==> config.mk <==
export PLATFORM = sky130hd
export DESIGN_NAME = handle_list_payload_decoder_unit
export DESIGN_NICKNAME = d
export VERILOG_FILES = /design/src/hdl/hlpd_pkg.sv /design/src/hdl/handle_list_payload_decoder_unit.sv /design/src/hdl/hlpd_front.sv /design/src/hdl/hlpd_cmdq.sv /design/src/hdl/hlpd_back.sv
export SDC_FILE = /design/constraint.sdc
export NUM_CORES = 2
export LEC_CHECK = 0
export BUFFER_PORTS_ARGS = -buffer_cell sky130_fd_sc_hd__buf_2
export CORE_ASPECT_RATIO = 0.5
export CORE_MARGIN = 2
export CORE_UTILIZATION = 40
export DETAILED_ROUTE_END_ITERATION = 8
export HOLD_SLACK_MARGIN = 0.03
export SETUP_SLACK_MARGIN = 0.02
export SLEW_MARGIN = 20
export SYNTH_ARGS = -nofsm -noshare
export SYNTH_HDL_FRONTEND = slang
export SYNTH_MEMORY_MAX_BITS = 65536
export SYNTH_SLANG_ARGS = --single-unit
==> constraint.sdc <==
create_clock -name clk -period 23.4 [get_ports clk]
set_clock_uncertainty 0.05 [all_clocks]
set_input_delay 2.34 -clock clk [delete_from_list [all_inputs] [get_ports clk]]
set_output_delay 2.34 -clock clk [all_outputs]
set_load 0.01 [all_outputs]
==> src/hdl/hlpd_pkg.sv <==
`timescale 1ns / 1ps
`default_nettype none
// ----------------------------------------------------------------------------
// hlpd_pkg
// Shared types and constants of the handle-list payload decoder.
// ----------------------------------------------------------------------------
package hlpd_pkg;

  localparam int unsigned MaxHandlesDef  = 64;
  localparam int unsigned HeaderBytes    = 16;
  localparam logic [31:0] MagicWord      = 32'h3148_4C42;
  localparam int unsigned CfgIdxW        = 1;
  localparam int unsigned CfgDataW       = 16;
  localparam logic [CfgIdxW-1:0] CfgVersion = 1'b0;
  localparam logic [CfgIdxW-1:0] CfgWide    = 1'b1;

  localparam logic [2:0] StOk       = 3'd0;
  localparam logic [2:0] StLength   = 3'd1;
  localparam logic [2:0] StMagic    = 3'd2;
  localparam logic [2:0] StVersion  = 3'd3;
  localparam logic [2:0] StHdrLen   = 3'd4;
  localparam logic [2:0] StCount    = 3'd5;
  localparam logic [2:0] StReserved = 3'd6;
  localparam logic [2:0] StHandle   = 3'd7;

  // Command from front to back: a finished handle to check, a status to
  // emit, or both (handle first).
  typedef struct packed {
    logic        chk;
    logic [63:0] handle;
    logic        wide;
    logic        fin;
    logic [2:0]  status_pre;  // status if no handle fault
    logic        hdl_gate;    // status_pre may become handle fault
  } hlpd_cmd_t;

  typedef struct packed {
    logic        kind;
    logic [63:0] handle;
    logic [2:0]  status;
    logic        run_end;
  } hlpd_res_t;

endpackage
`default_nettype wire

==> src/hdl/handle_list_payload_decoder_unit.sv <==
`timescale 1ns / 1ps
`default_nettype none
// ----------------------------------------------------------------------------
// handle_list_payload_decoder_unit
// Byte-serial decoder of a handle-list payload.
//
// Input queue side: push a beat (data byte, final flag) while full is low.
// Result queue side: while empty is low the oldest result is shown; pop it.
// A complete handle gives a tentative handle beat; the final byte gives a
// status beat (after the handle beat if that byte also completes a handle).
// Header and ordinary bytes are handled in the front end alone. A completed
// handle is checked in the back end by a scan of the stored handles, one
// stored entry at a time over one read port (read in S_RD, compared in
// S_CMP). A status beat alone passes through the command queue and the
// back end's S_IDLE and S_SOUT states.
// A two-entry command queue lets the front take bytes during a scan.
// When the receiver stalls, the back end holds its result and the command
// queue fills, then full rises. Reset clears all payload state and loads
// expected_version=1 and wide_handles=1; no clearing pass is needed.
// ----------------------------------------------------------------------------
module handle_list_payload_decoder_unit #(
  parameter int unsigned MAX_HANDLES = hlpd_pkg::MaxHandlesDef
) (
  input  wire logic                          clk,
  input  wire logic                          rst_n,
  input  wire logic                          in_push,
  output logic                               in_full,
  input  wire logic [7:0]                    in_data_byte,
  input  wire logic                          in_final_byte,
  output logic                               out_empty,
  input  wire logic                          out_pop,
  output logic                               out_result_kind,
  output logic [63:0]                        out_handle_value,
  output logic [2:0]                         out_status_code,
  output logic                               out_run_end,
  input  wire logic                          cfg_we,
  input  wire logic [hlpd_pkg::CfgIdxW-1:0]  cfg_index,
  input  wire logic [hlpd_pkg::CfgDataW-1:0] cfg_data
);
  import hlpd_pkg::*;

  logic [15:0] ver_r;
  logic        wide_r;
  hlpd_cmd_t   fcmd, qcmd;
  logic        fpush, qfull, qempty, qpop, rvalid;
  hlpd_res_t   res;

  always_ff @(posedge clk) begin
    if (!rst_n) begin
      ver_r  <= 16'd1;
      wide_r <= 1'b1;
    end else if (cfg_we) begin
      case (cfg_index)
        CfgVersion: ver_r  <= cfg_data;
        CfgWide:    wide_r <= cfg_data[0];
        default: ;
      endcase
    end
  end

  hlpd_front #(.MAX_HANDLES(MAX_HANDLES)) u_front (
    .clk, .rst_n, .in_push, .in_full, .in_data_byte, .in_final_byte,
    .exp_version(ver_r), .wide(wide_r),
    .cmd(fcmd), .cmd_push(fpush), .cmd_full(qfull)
  );

  hlpd_cmdq u_q (
    .clk, .rst_n, .push(fpush), .wdata(fcmd), .full(qfull),
    .pop(qpop), .rdata(qcmd), .empty(qempty)
  );

  hlpd_back #(.MAX_HANDLES(MAX_HANDLES)) u_back (
    .clk, .rst_n, .cmd(qcmd), .cmd_empty(qempty), .cmd_pop(qpop),
    .res, .res_valid(rvalid), .res_ready(out_pop)
  );

  assign out_empty        = !rvalid;
  assign out_result_kind  = res.kind;
  assign out_handle_value = res.handle;
  assign out_status_code  = res.status;
  assign out_run_end      = res.run_end;

endmodule
`default_nettype wire

==> src/hdl/hlpd_front.sv <==
`timescale 1ns / 1ps
`default_nettype none
// ----------------------------------------------------------------------------
// hlpd_front
// Parse header beats, assemble handles, issue commands to the back end.
// ----------------------------------------------------------------------------
module hlpd_front #(
  parameter int unsigned MAX_HANDLES = hlpd_pkg::MaxHandlesDef,
  parameter int unsigned PW = $clog2(hlpd_pkg::HeaderBytes + 8*MAX_HANDLES + 9)
) (
  input  wire logic              clk,
  input  wire logic              rst_n,
  input  wire logic              in_push,
  output logic                   in_full,
  input  wire logic [7:0]        in_data_byte,
  input  wire logic              in_final_byte,
  input  wire logic [15:0]       exp_version,
  input  wire logic              wide,
  output hlpd_pkg::hlpd_cmd_t    cmd,
  output logic                   cmd_push,
  input  wire logic              cmd_full
);
  import hlpd_pkg::*;

  localparam logic [PW-1:0] PosCap = PW'(HeaderBytes + 8*MAX_HANDLES + 8);

  logic [PW-1:0] pos_r;
  logic [63:0]   hdr_r;
  logic [31:0]   cnt_r;
  logic [63:0]   asm_r;
  logic [2:0]    herr_r;
  logic          rbad_r;
  logic          acc;
  logic [PW-1:0] off;
  logic [2:0]    slot;
  logic [63:0]   asm_nxt;
  logic [63:0]   hdr_full;
  logic [2:0]    hf;
  logic [2:0]    herr_nxt;
  logic          rbad_nxt;
  logic          idx_ok;
  logic [PW:0]   len;
  logic [34:0]   explen;
  logic [2:0]    st;

  assign in_full  = cmd_full;
  assign acc      = in_push && !in_full;
  assign off      = pos_r - PW'(HeaderBytes);
  assign slot     = off[2:0];
  assign hdr_full = hdr_r;

  always_comb begin
    asm_nxt = (slot == 3'd0) ? 64'd0 : asm_r;
    asm_nxt[slot*8 +: 8] = in_data_byte;
  end

  always_comb begin
    hf = StOk;
    if (hdr_full[31:0] != MagicWord) hf = StMagic;
    else if (hdr_full[47:32] != exp_version) hf = StVersion;
    else if (hdr_full[63:48] != 16'(HeaderBytes)) hf = StHdrLen;
    else if (cnt_r > 32'(MAX_HANDLES)) hf = StCount;
  end

  assign rbad_nxt = rbad_r ||
    (pos_r >= PW'(12) && pos_r < PW'(HeaderBytes) && in_data_byte != 8'd0);
  assign herr_nxt = (pos_r == PW'(HeaderBytes - 1)) ? hf : herr_r;
  assign idx_ok   = {3'd0, 32'(off >> 3)} < {3'd0, cnt_r};
  assign len      = {1'b0, pos_r} + (PW+1)'(1);
  assign explen   = 35'(HeaderBytes) + {cnt_r, 3'd0};

  always_comb begin
    if (len < (PW+1)'(HeaderBytes)) st = StLength;
    else if (herr_nxt != StOk) st = herr_nxt;
    else if (35'(len) != explen) st = StLength;
    else if (rbad_nxt) st = StReserved;
    else st = StOk;
  end

  always_comb begin
    cmd.chk        = pos_r >= PW'(HeaderBytes) && slot == 3'd7 && idx_ok &&
                     herr_r == StOk && !rbad_r;
    cmd.handle     = asm_nxt;
    cmd.wide       = wide;
    cmd.fin        = in_final_byte;
    cmd.status_pre = st;
    cmd.hdl_gate   = st == StOk;
    cmd_push       = acc && (cmd.chk || in_final_byte);
  end

  always_ff @(posedge clk) begin
    if (!rst_n || (acc && in_final_byte)) begin
      pos_r  <= '0;
      hdr_r  <= '0;
      cnt_r  <= '0;
      herr_r <= StOk;
      rbad_r <= 1'b0;
    end else if (acc) begin
      if (pos_r < PW'(8)) hdr_r[pos_r[2:0]*8 +: 8] <= in_data_byte;
      else if (pos_r < PW'(12)) cnt_r[pos_r[1:0]*8 +: 8] <= in_data_byte;
      rbad_r <= rbad_nxt;
      herr_r <= herr_nxt;
      if (pos_r < PosCap) pos_r <= pos_r + PW'(1);
    end
  end

  always_ff @(posedge clk) begin
    if (acc && pos_r >= PW'(HeaderBytes)) asm_r <= asm_nxt;
  end

endmodule
`default_nettype wire

==> src/hdl/hlpd_cmdq.sv <==
`timescale 1ns / 1ps
`default_nettype none
// ----------------------------------------------------------------------------
// hlpd_cmdq
// Two-entry command queue between front and back end.
// ----------------------------------------------------------------------------
module hlpd_cmdq (
  input  wire logic                 clk,
  input  wire logic                 rst_n,
  input  wire logic                 push,
  input  wire hlpd_pkg::hlpd_cmd_t  wdata,
  output logic                      full,
  input  wire logic                 pop,
  output hlpd_pkg::hlpd_cmd_t       rdata,
  output logic                      empty
);
  import hlpd_pkg::*;

  hlpd_cmd_t  mem_r [2];
  logic       wp_r;
  logic       rp_r;
  logic [1:0] cnt_r;

  assign full  = cnt_r == 2'd2;
  assign empty = cnt_r == 2'd0;
  assign rdata = mem_r[rp_r];

  always_ff @(posedge clk) begin
    if (push && !full) mem_r[wp_r] <= wdata;
  end

  always_ff @(posedge clk) begin
    if (!rst_n) begin
      wp_r  <= 1'b0;
      rp_r  <= 1'b0;
      cnt_r <= 2'd0;
    end else begin
      if (push && !full) wp_r <= !wp_r;
      if (pop && !empty) rp_r <= !rp_r;
      cnt_r <= cnt_r + 2'(push && !full) - 2'(pop && !empty);
    end
  end

endmodule
`default_nettype wire

==> src/hdl/hlpd_back.sv <==
`timescale 1ns / 1ps
`default_nettype none
// ----------------------------------------------------------------------------
// hlpd_back
// Check handles against the seen list one entry at a time, emit results.
// ----------------------------------------------------------------------------
module hlpd_back #(
  parameter int unsigned MAX_HANDLES = hlpd_pkg::MaxHandlesDef,
  parameter int unsigned AW = (MAX_HANDLES > 1) ? $clog2(MAX_HANDLES) : 1,
  parameter int unsigned CW = $clog2(MAX_HANDLES + 1)
) (
  input  wire logic                 clk,
  input  wire logic                 rst_n,
  input  wire hlpd_pkg::hlpd_cmd_t  cmd,
  input  wire logic                 cmd_empty,
  output logic                      cmd_pop,
  output hlpd_pkg::hlpd_res_t       res,
  output logic                      res_valid,
  input  wire logic                 res_ready
);
  import hlpd_pkg::*;

  typedef enum logic [4:0] {
    S_IDLE = 5'b00001,
    S_RD   = 5'b00010,
    S_CMP  = 5'b00100,
    S_HOUT = 5'b01000,
    S_SOUT = 5'b10000
  } st_t;

  st_t         st_r;
  logic [63:0] mem_r [MAX_HANDLES];
  logic [63:0] rd_r;
  logic [CW-1:0] seen_r;
  logic [CW-1:0] scan_r;
  logic        err_r;
  logic        dup_r;
  logic        bad;

  assign bad      = cmd.handle == 64'd0 || cmd.handle == '1 ||
                    (!cmd.wide && cmd.handle[63:32] != 32'd0) ||
                    seen_r >= CW'(MAX_HANDLES);
  assign res_valid = st_r == S_HOUT || (st_r == S_SOUT && cmd.fin);
  assign cmd_pop  = (st_r == S_HOUT && res_ready && !cmd.fin) ||
                    (st_r == S_SOUT && (!cmd.fin || res_ready));

  always_comb begin
    res.kind    = st_r == S_SOUT;
    res.handle  = (st_r == S_SOUT) ? 64'd0 : cmd.handle;
    res.status  = (st_r == S_HOUT) ? StOk :
                  (cmd.hdl_gate && (err_r || (cmd.chk && dup_r))) ? StHandle :
                  cmd.status_pre;
    res.run_end = st_r == S_SOUT;
  end

  always_ff @(posedge clk) begin
    if (st_r == S_RD) rd_r <= mem_r[scan_r[AW-1:0]];
    if (st_r == S_HOUT && res_ready) mem_r[seen_r[AW-1:0]] <= cmd.handle;
  end

  always_ff @(posedge clk) begin
    if (!rst_n) begin
      st_r   <= S_IDLE;
      seen_r <= '0;
      scan_r <= '0;
      err_r  <= 1'b0;
      dup_r  <= 1'b0;
    end else begin
      case (st_r)
        S_IDLE: begin
          if (!cmd_empty) begin
            scan_r <= '0;
            dup_r  <= cmd.chk && bad;
            if (!cmd.chk || err_r) st_r <= S_SOUT;
            else if (bad || seen_r == '0) st_r <= bad ? S_SOUT : S_HOUT;
            else st_r <= S_RD;
          end
        end
        S_RD: st_r <= S_CMP;
        S_CMP: begin
          if (rd_r == cmd.handle) begin
            dup_r <= 1'b1;
            st_r  <= S_SOUT;
          end else if (scan_r + CW'(1) == seen_r) begin
            st_r <= S_HOUT;
          end else begin
            scan_r <= scan_r + CW'(1);
            st_r   <= S_RD;
          end
        end
        S_HOUT: begin
          if (res_ready) begin
            seen_r <= seen_r + CW'(1);
            st_r   <= cmd.fin ? S_SOUT : S_IDLE;
          end
        end
        S_SOUT: begin
          if (!cmd.fin) begin
            // handle fault without final byte: latch it, emit nothing
            err_r <= 1'b1;
            st_r  <= S_IDLE;
          end else if (res_ready) begin
            seen_r <= '0;
            err_r  <= 1'b0;
            dup_r  <= 1'b0;
            st_r   <= S_IDLE;
          end
        end
        default: st_r <= S_IDLE;
      endcase
    end
  end

endmodule
`default_nettype wire

# == Word level (Yosys, flattened, before mapping) ==
# Memory sizes are Yosys's and may differ from the RTL's. A register that Yosys moved wholly into a read port is not among the register bits.
# Index checks and enable logic that the tools add are counted.
# Widths: inputs -> output; s select.
# classes
muxes,47
div,0
bitwise_logic,2
n_lt_le_gt_ge,10
multipliers,0
n_shift,6
reduce_logical,64
n_eq_ne,24
addsub,11
# op_table
operator,count
$bwmux 64,2
$mux 64,2
$shift 8x34->64 const A,2
$shiftx 8x34->64,2
$neg 6->34,2
$eq 64x64->1,1
$eq 64x64->1 const B,1
$logic_not 64->1,1
$mux 5,9
$mux 7,6
$add 5x35->35 const A,1
$ne 11x35->1,1
$neg 5->34,1
$shift 8x34->32 const A,1
$shiftx 8x34->32,1
$mux 3,11
$bwmux 32,1
$gt 32x7->1 const B,1
$lt 7x32->1,1
$ne 32x30->1 const B,1
$reduce_bool 32->1,1
$pmux 7 s2,2
$pmux 5 s5,1
$logic_and 1x1->1,20
other kinds (43),92
# totals
ramBits,4238
elab_cells,182
reg_bits,216
out_inout_bits,71
romBits,0
mem_count,2
latch_bits,0
# memory_table
name,depth,word_bits,rd,rd_ports_with_merged_regs,wr,line_no,text
u_back.mem_r,64,64,1,1,1,hlpd_back.sv:32,logic [63:0] mem_r [MAX_HANDLES];
u_q.mem_r,2,71,1,1,1,hlpd_cmdq.sv:19,hlpd_cmd_t mem_r [2];

# == Logic depth before layout (Yosys ltp) ==
# logic_depth
depth_word,11
mapped_depth,16
depth_no_buf,15

# == Cells and area by module ==
# Synthesis repeated with hierarchy kept, for this count alone.
# unflattened
hier_cells,7670
area_unflattened_um2,175125.5
# modules_own_cells
mod,cells_per_inst,n_inst,area_each_um2,seq_area_each_um2
hlpd_back,6274,1,159588.1,125340.2
hlpd_front,1075,1,9118.7,4124.0
hlpd_cmdq,246,1,5713.0,4364.2
handle_list_payload_decoder_unit,75,1,705.7,340.3

# == Worst setup path after synthesis ==
# OpenSTA, ideal clock, no wires.
# synth_path
kind,register -> register
from,register u_back.st_r[4]
to,register u_back.st_r[1]
path_slack_ps,15430
arrival_time_ps,7862
stages_incl_launch_ff,7
cell_sequence,dfxtp_1 nor2_1 nor4bb_1 nor3_1 a21oi_1 nand2_1 o21ba_2
# synth_between
elab_chain_cells,3
word_cells_on_any_way,10
cone_classes,8 x eq/ne; 1 x mux; 1 x reduce/logical
# synth_rtl
item,line_no,text
start: declaration,hlpd_back.sv:31,st_t st_r;
start signal: assignment,hlpd_back.sv:75,else if (bad || seen_r == '0) st_r <= bad ? S_SOUT : S_HOUT;
start signal: assignment,hlpd_back.sv:94,st_r <= cmd.fin ? S_SOUT : S_IDLE;
$eq 5x5->1 (tied with other cells),hlpd_back.sv:69,case (st_r)
$ne 3x3->1 (no line) or $ne 2x2->1 (tied branches),--,
$reduce_and 3->1 (no line),--,
# Several ways; a longest one is shown, not always the timed one.
# A chain may end at the register's enable or synchronous reset.

==> impl_metrics.yaml <==
routing:
  post_drt_wl_per_cell_um: 34.2
  vias: 85800
  drt_first_pass_iters: 8
  drc: 0
  drtIter0Drc: 13300
  via_per_inst: 5.97
  ant_nets: 0
  drt-total-wl_um: 491000
cts:
  cts_resized: 0
  post_cts_buffers: 0
  cts_tree: "yes"
  clockBufferDepth: 4
  root_buffer: "clkbuf_16"
  cts.sinks: 4519
  insertion_delay_ps: 970
  cts.clk_slew.worst_paths_ps: 70
  cts_htree_levels: 5
  ctsHoldBuffers: 0
  cts_buffers: 418
worst_setup_path:
  r2r-start: "u_back.scan_r[1]"
  r2r_cells: 9
  worstSetupPathType: "reg -> reg"
  cp.arrival_ps: 7800
  path_max_fanout: 64
  required_ps: 24040
  cp-end-kind: "flop"
  cp-start-kind: "flop"
  cp-startpoint: "u_back.scan_r[1]"
pwr:
  p_seq_frac: 0.555
  ir_worst_vdd_mv: 0.0679
  power_density_nw_per_um2: 81.4
  pwr-share-comb: 0.025
  p_leak_nw: 59.2
  intPower_w: 0.0128
  p_switching_w: 0.00333
  switching_share: 0.206
  clockPowerShare: 0.421
finish:
  multi_input_area_um2: 39400
  drive_gt1_frac: 0.295
  area_delta_synth_final_pct: 13.3
  fin_area_um2: 198000
  register_area_um2: 134000
  nets: 8278
  fillers: 35800
  finish.utilization: 0.456
synthesis:
  synth_common_cells: "edfxtp_1, mux4_2, nor2_1"
  ys_warn_count: 0
  synth.area.top_cells: "edfxtp_1, mux4_2, dfxtp_1, mux2i_1, nor2_1"
  synth-seq-cells: 4519
  yosysTopAreaCell: "edfxtp_1"
  synthCells: 7757
  syn_area_um2: 175000
  synth_cell_types: 76
  synth_top_area_share: 0.749
  synth-main-ff-cell: "edfxtp_1"
  syn_area_per_cell_um2: 22.6
  synth-async-reset-ratio: 0
  synth_edf_count: 4366
  synth.most_common_cell: "edfxtp_1"
  ys_seq_area_frac: 0.767
  syn_nets: 7812
sta:
  period_minus_slack_ps: 7170
  setup_viol: 0
  slew_headroom: 0.175
  fin_tns_setup_ps: 0
  worst_slew_pin_slew_ps: 1210
  timing.final.crit_share: 0.306
  max_freq_mhz: 139
  timing.hold.ws_ps: 425
  maxSlewViolCount: 0
  hold_viol_final: 0
  grt_setup_unrepaired: "false"
die:
  dieHeight_um: 472
  placementRows: 171
  die_area_um2: 443000
  core_area_um2: 435000
  die_w_um: 939
  start_util: 0.402
  boundaryPins: 102
hold_path:
  min-delay-start: "u_front.herr_r[1]"
  whs_path_depth: 2
  hold_path_class: "reg -> reg"
flow_run:
  maxCapViolations: 0
grt:
  grt_antenna_before_repair: 42
  grt_max_degree: 115
  grt_pass1_vias: 83700
  overflow: 0
  grt_pass1_wl_um: 677000
  grtUsageTotal: 0.217
run_status:
  status: "completed"
placement:
  finalWeightedCongestion: 0.818
  placed_cell_area_um2: 185000
  dp_hpwl_um: 281000
  port_buffers: 101
[area by class of cell]
cell class,count,area share
well taps,5795,0.0366
repair buffers,454,0.0178
clock inverters,251,0.0117
flip-flops and latches,4519,0.677
inverters,98,0.00188
clock buffers,507,0.0556
multi-input cells,2732,0.199
diodes,12,0.000152
[per-layer routing]
metal | vias to the layer above | wire, um | global-route usage
li1 | 33600 | - | -
met1 | 46900 | 200000 | 0.316
met2 | 4559 | 222000 | 0.327
met3 | 704 | 55900 | 0.0579
met4 | 19 | 12900 | 0.0540
met5 | - | 139 | 0
[cells in the final DEF (no fill, tap or decap), drive strengths merged, types with 41 or more instances in the layout]
cell type  count
nand3         94
nor4          77
nand4         42
edfxtp      4366
nor2         279
xnor2        110
a21oi         66
mux4        1344
clkinv       192
bufinv        41
o21ai         78
buf          454
nand2        202
clkbuf       507
inv          106
mux2i        158
dfxtp        153
[power by group through the flow]
| stage | clock network, W | registers, W | logic [W] |
|---|---|---|---|
| 2_1_floorplan | 0 | 0.00912 | 0.000187 |
| 3_3_place_gp | 0 | 0.00912 | 0.000383 |
| 3_5_place_dp | 0 | 0.00912 | 0.000395 |
| 4_1_cts | 0.00687 | 0.00895 | 0.000396 |
| 5_1_grt | 0.00718 | 0.00895 | 0.000425 |
| 6_report | 0.00678 | 0.00895 | 0.000400 |
[through the flow]
| step | std cells | setup WS, ps | total power (W) |
|---|---|---|---|
| 3_3_place_gp | 13600 | 16260 | 0.00950 |
| 3_5_place_dp | 13600 | 16250 | 0.00952 |
| 4_1_cts | 14400 | 16220 | 0.0162 |
| 2_1_floorplan | 7757 | 15430 | 0.00931 |
| 5_1_grt | 14400 | 16010 | 0.0165 |
| 6_report | 14400 | 16230 | 0.0161 |
[cell families (layout without fill, tap and decap cells)]
| family | count (synthesis) | count (layout) | share of synthesized area |
|---|---|---|---|
| AO/OA/AOI/OAI | 204 | 204 | 0.00681 |
| XOR/XNOR | 130 | 130 | 0.00659 |
| adder cells (fa/ha/maj) | 24 | 24 | 0.00172 |
| buffers and inverters | 506 | 1310 | 0.0113 |
| flip-flops | 4519 | 4519 | 0.767 |
| multiplexers | 1506 | 1506 | 0.182 |
| other | 0 | 12 | 0 |
| AND/OR/NAND/NOR | 868 | 868 | 0.0242 |
[worst max-delay path, stage by stage, from the launching register on]
cell and delay, ps:
dfxtp_4 720, buf_4 880, buf_4 770, buf_4 730, buf_4 630, buf_4 680
buf_4 770, mux4_2 430, mux4_2 520, mux4_2 470
[flip-flops by register name (all words and copies together) (netlist names), named ones only]
register / cells
ver_r: 16
u_back.mem_r: 4096
u_back.seen_r: 7
u_front.rbad_r: 1
u_back.st_r: 5
u_q.rp_r: 1
u_q.cnt_r: 2
u_front.asm_r: 64
u_front.pos_r: 10
u_front.cnt_r: 32
u_back.rd_r: 64
u_q.wp_r: 1
u_back.err_r: 1
u_back.dup_r: 1
u_front.hdr_full: 64
u_q.mem_r: 142
wide_r: 1
u_front.herr_r: 3
u_back.scan_r: 7
[path summary, 6_finish.rpt]
check                                          to  slack (ps)
worst min-delay path            u_front.herr_r[1]         430
worst max-delay path              u_back.rd_r[16]       16230
worst min register to register  u_front.herr_r[1]         430
worst max register to register    u_back.rd_r[16]       16230
No activity file was read; power rests on OpenSTA's default activity.
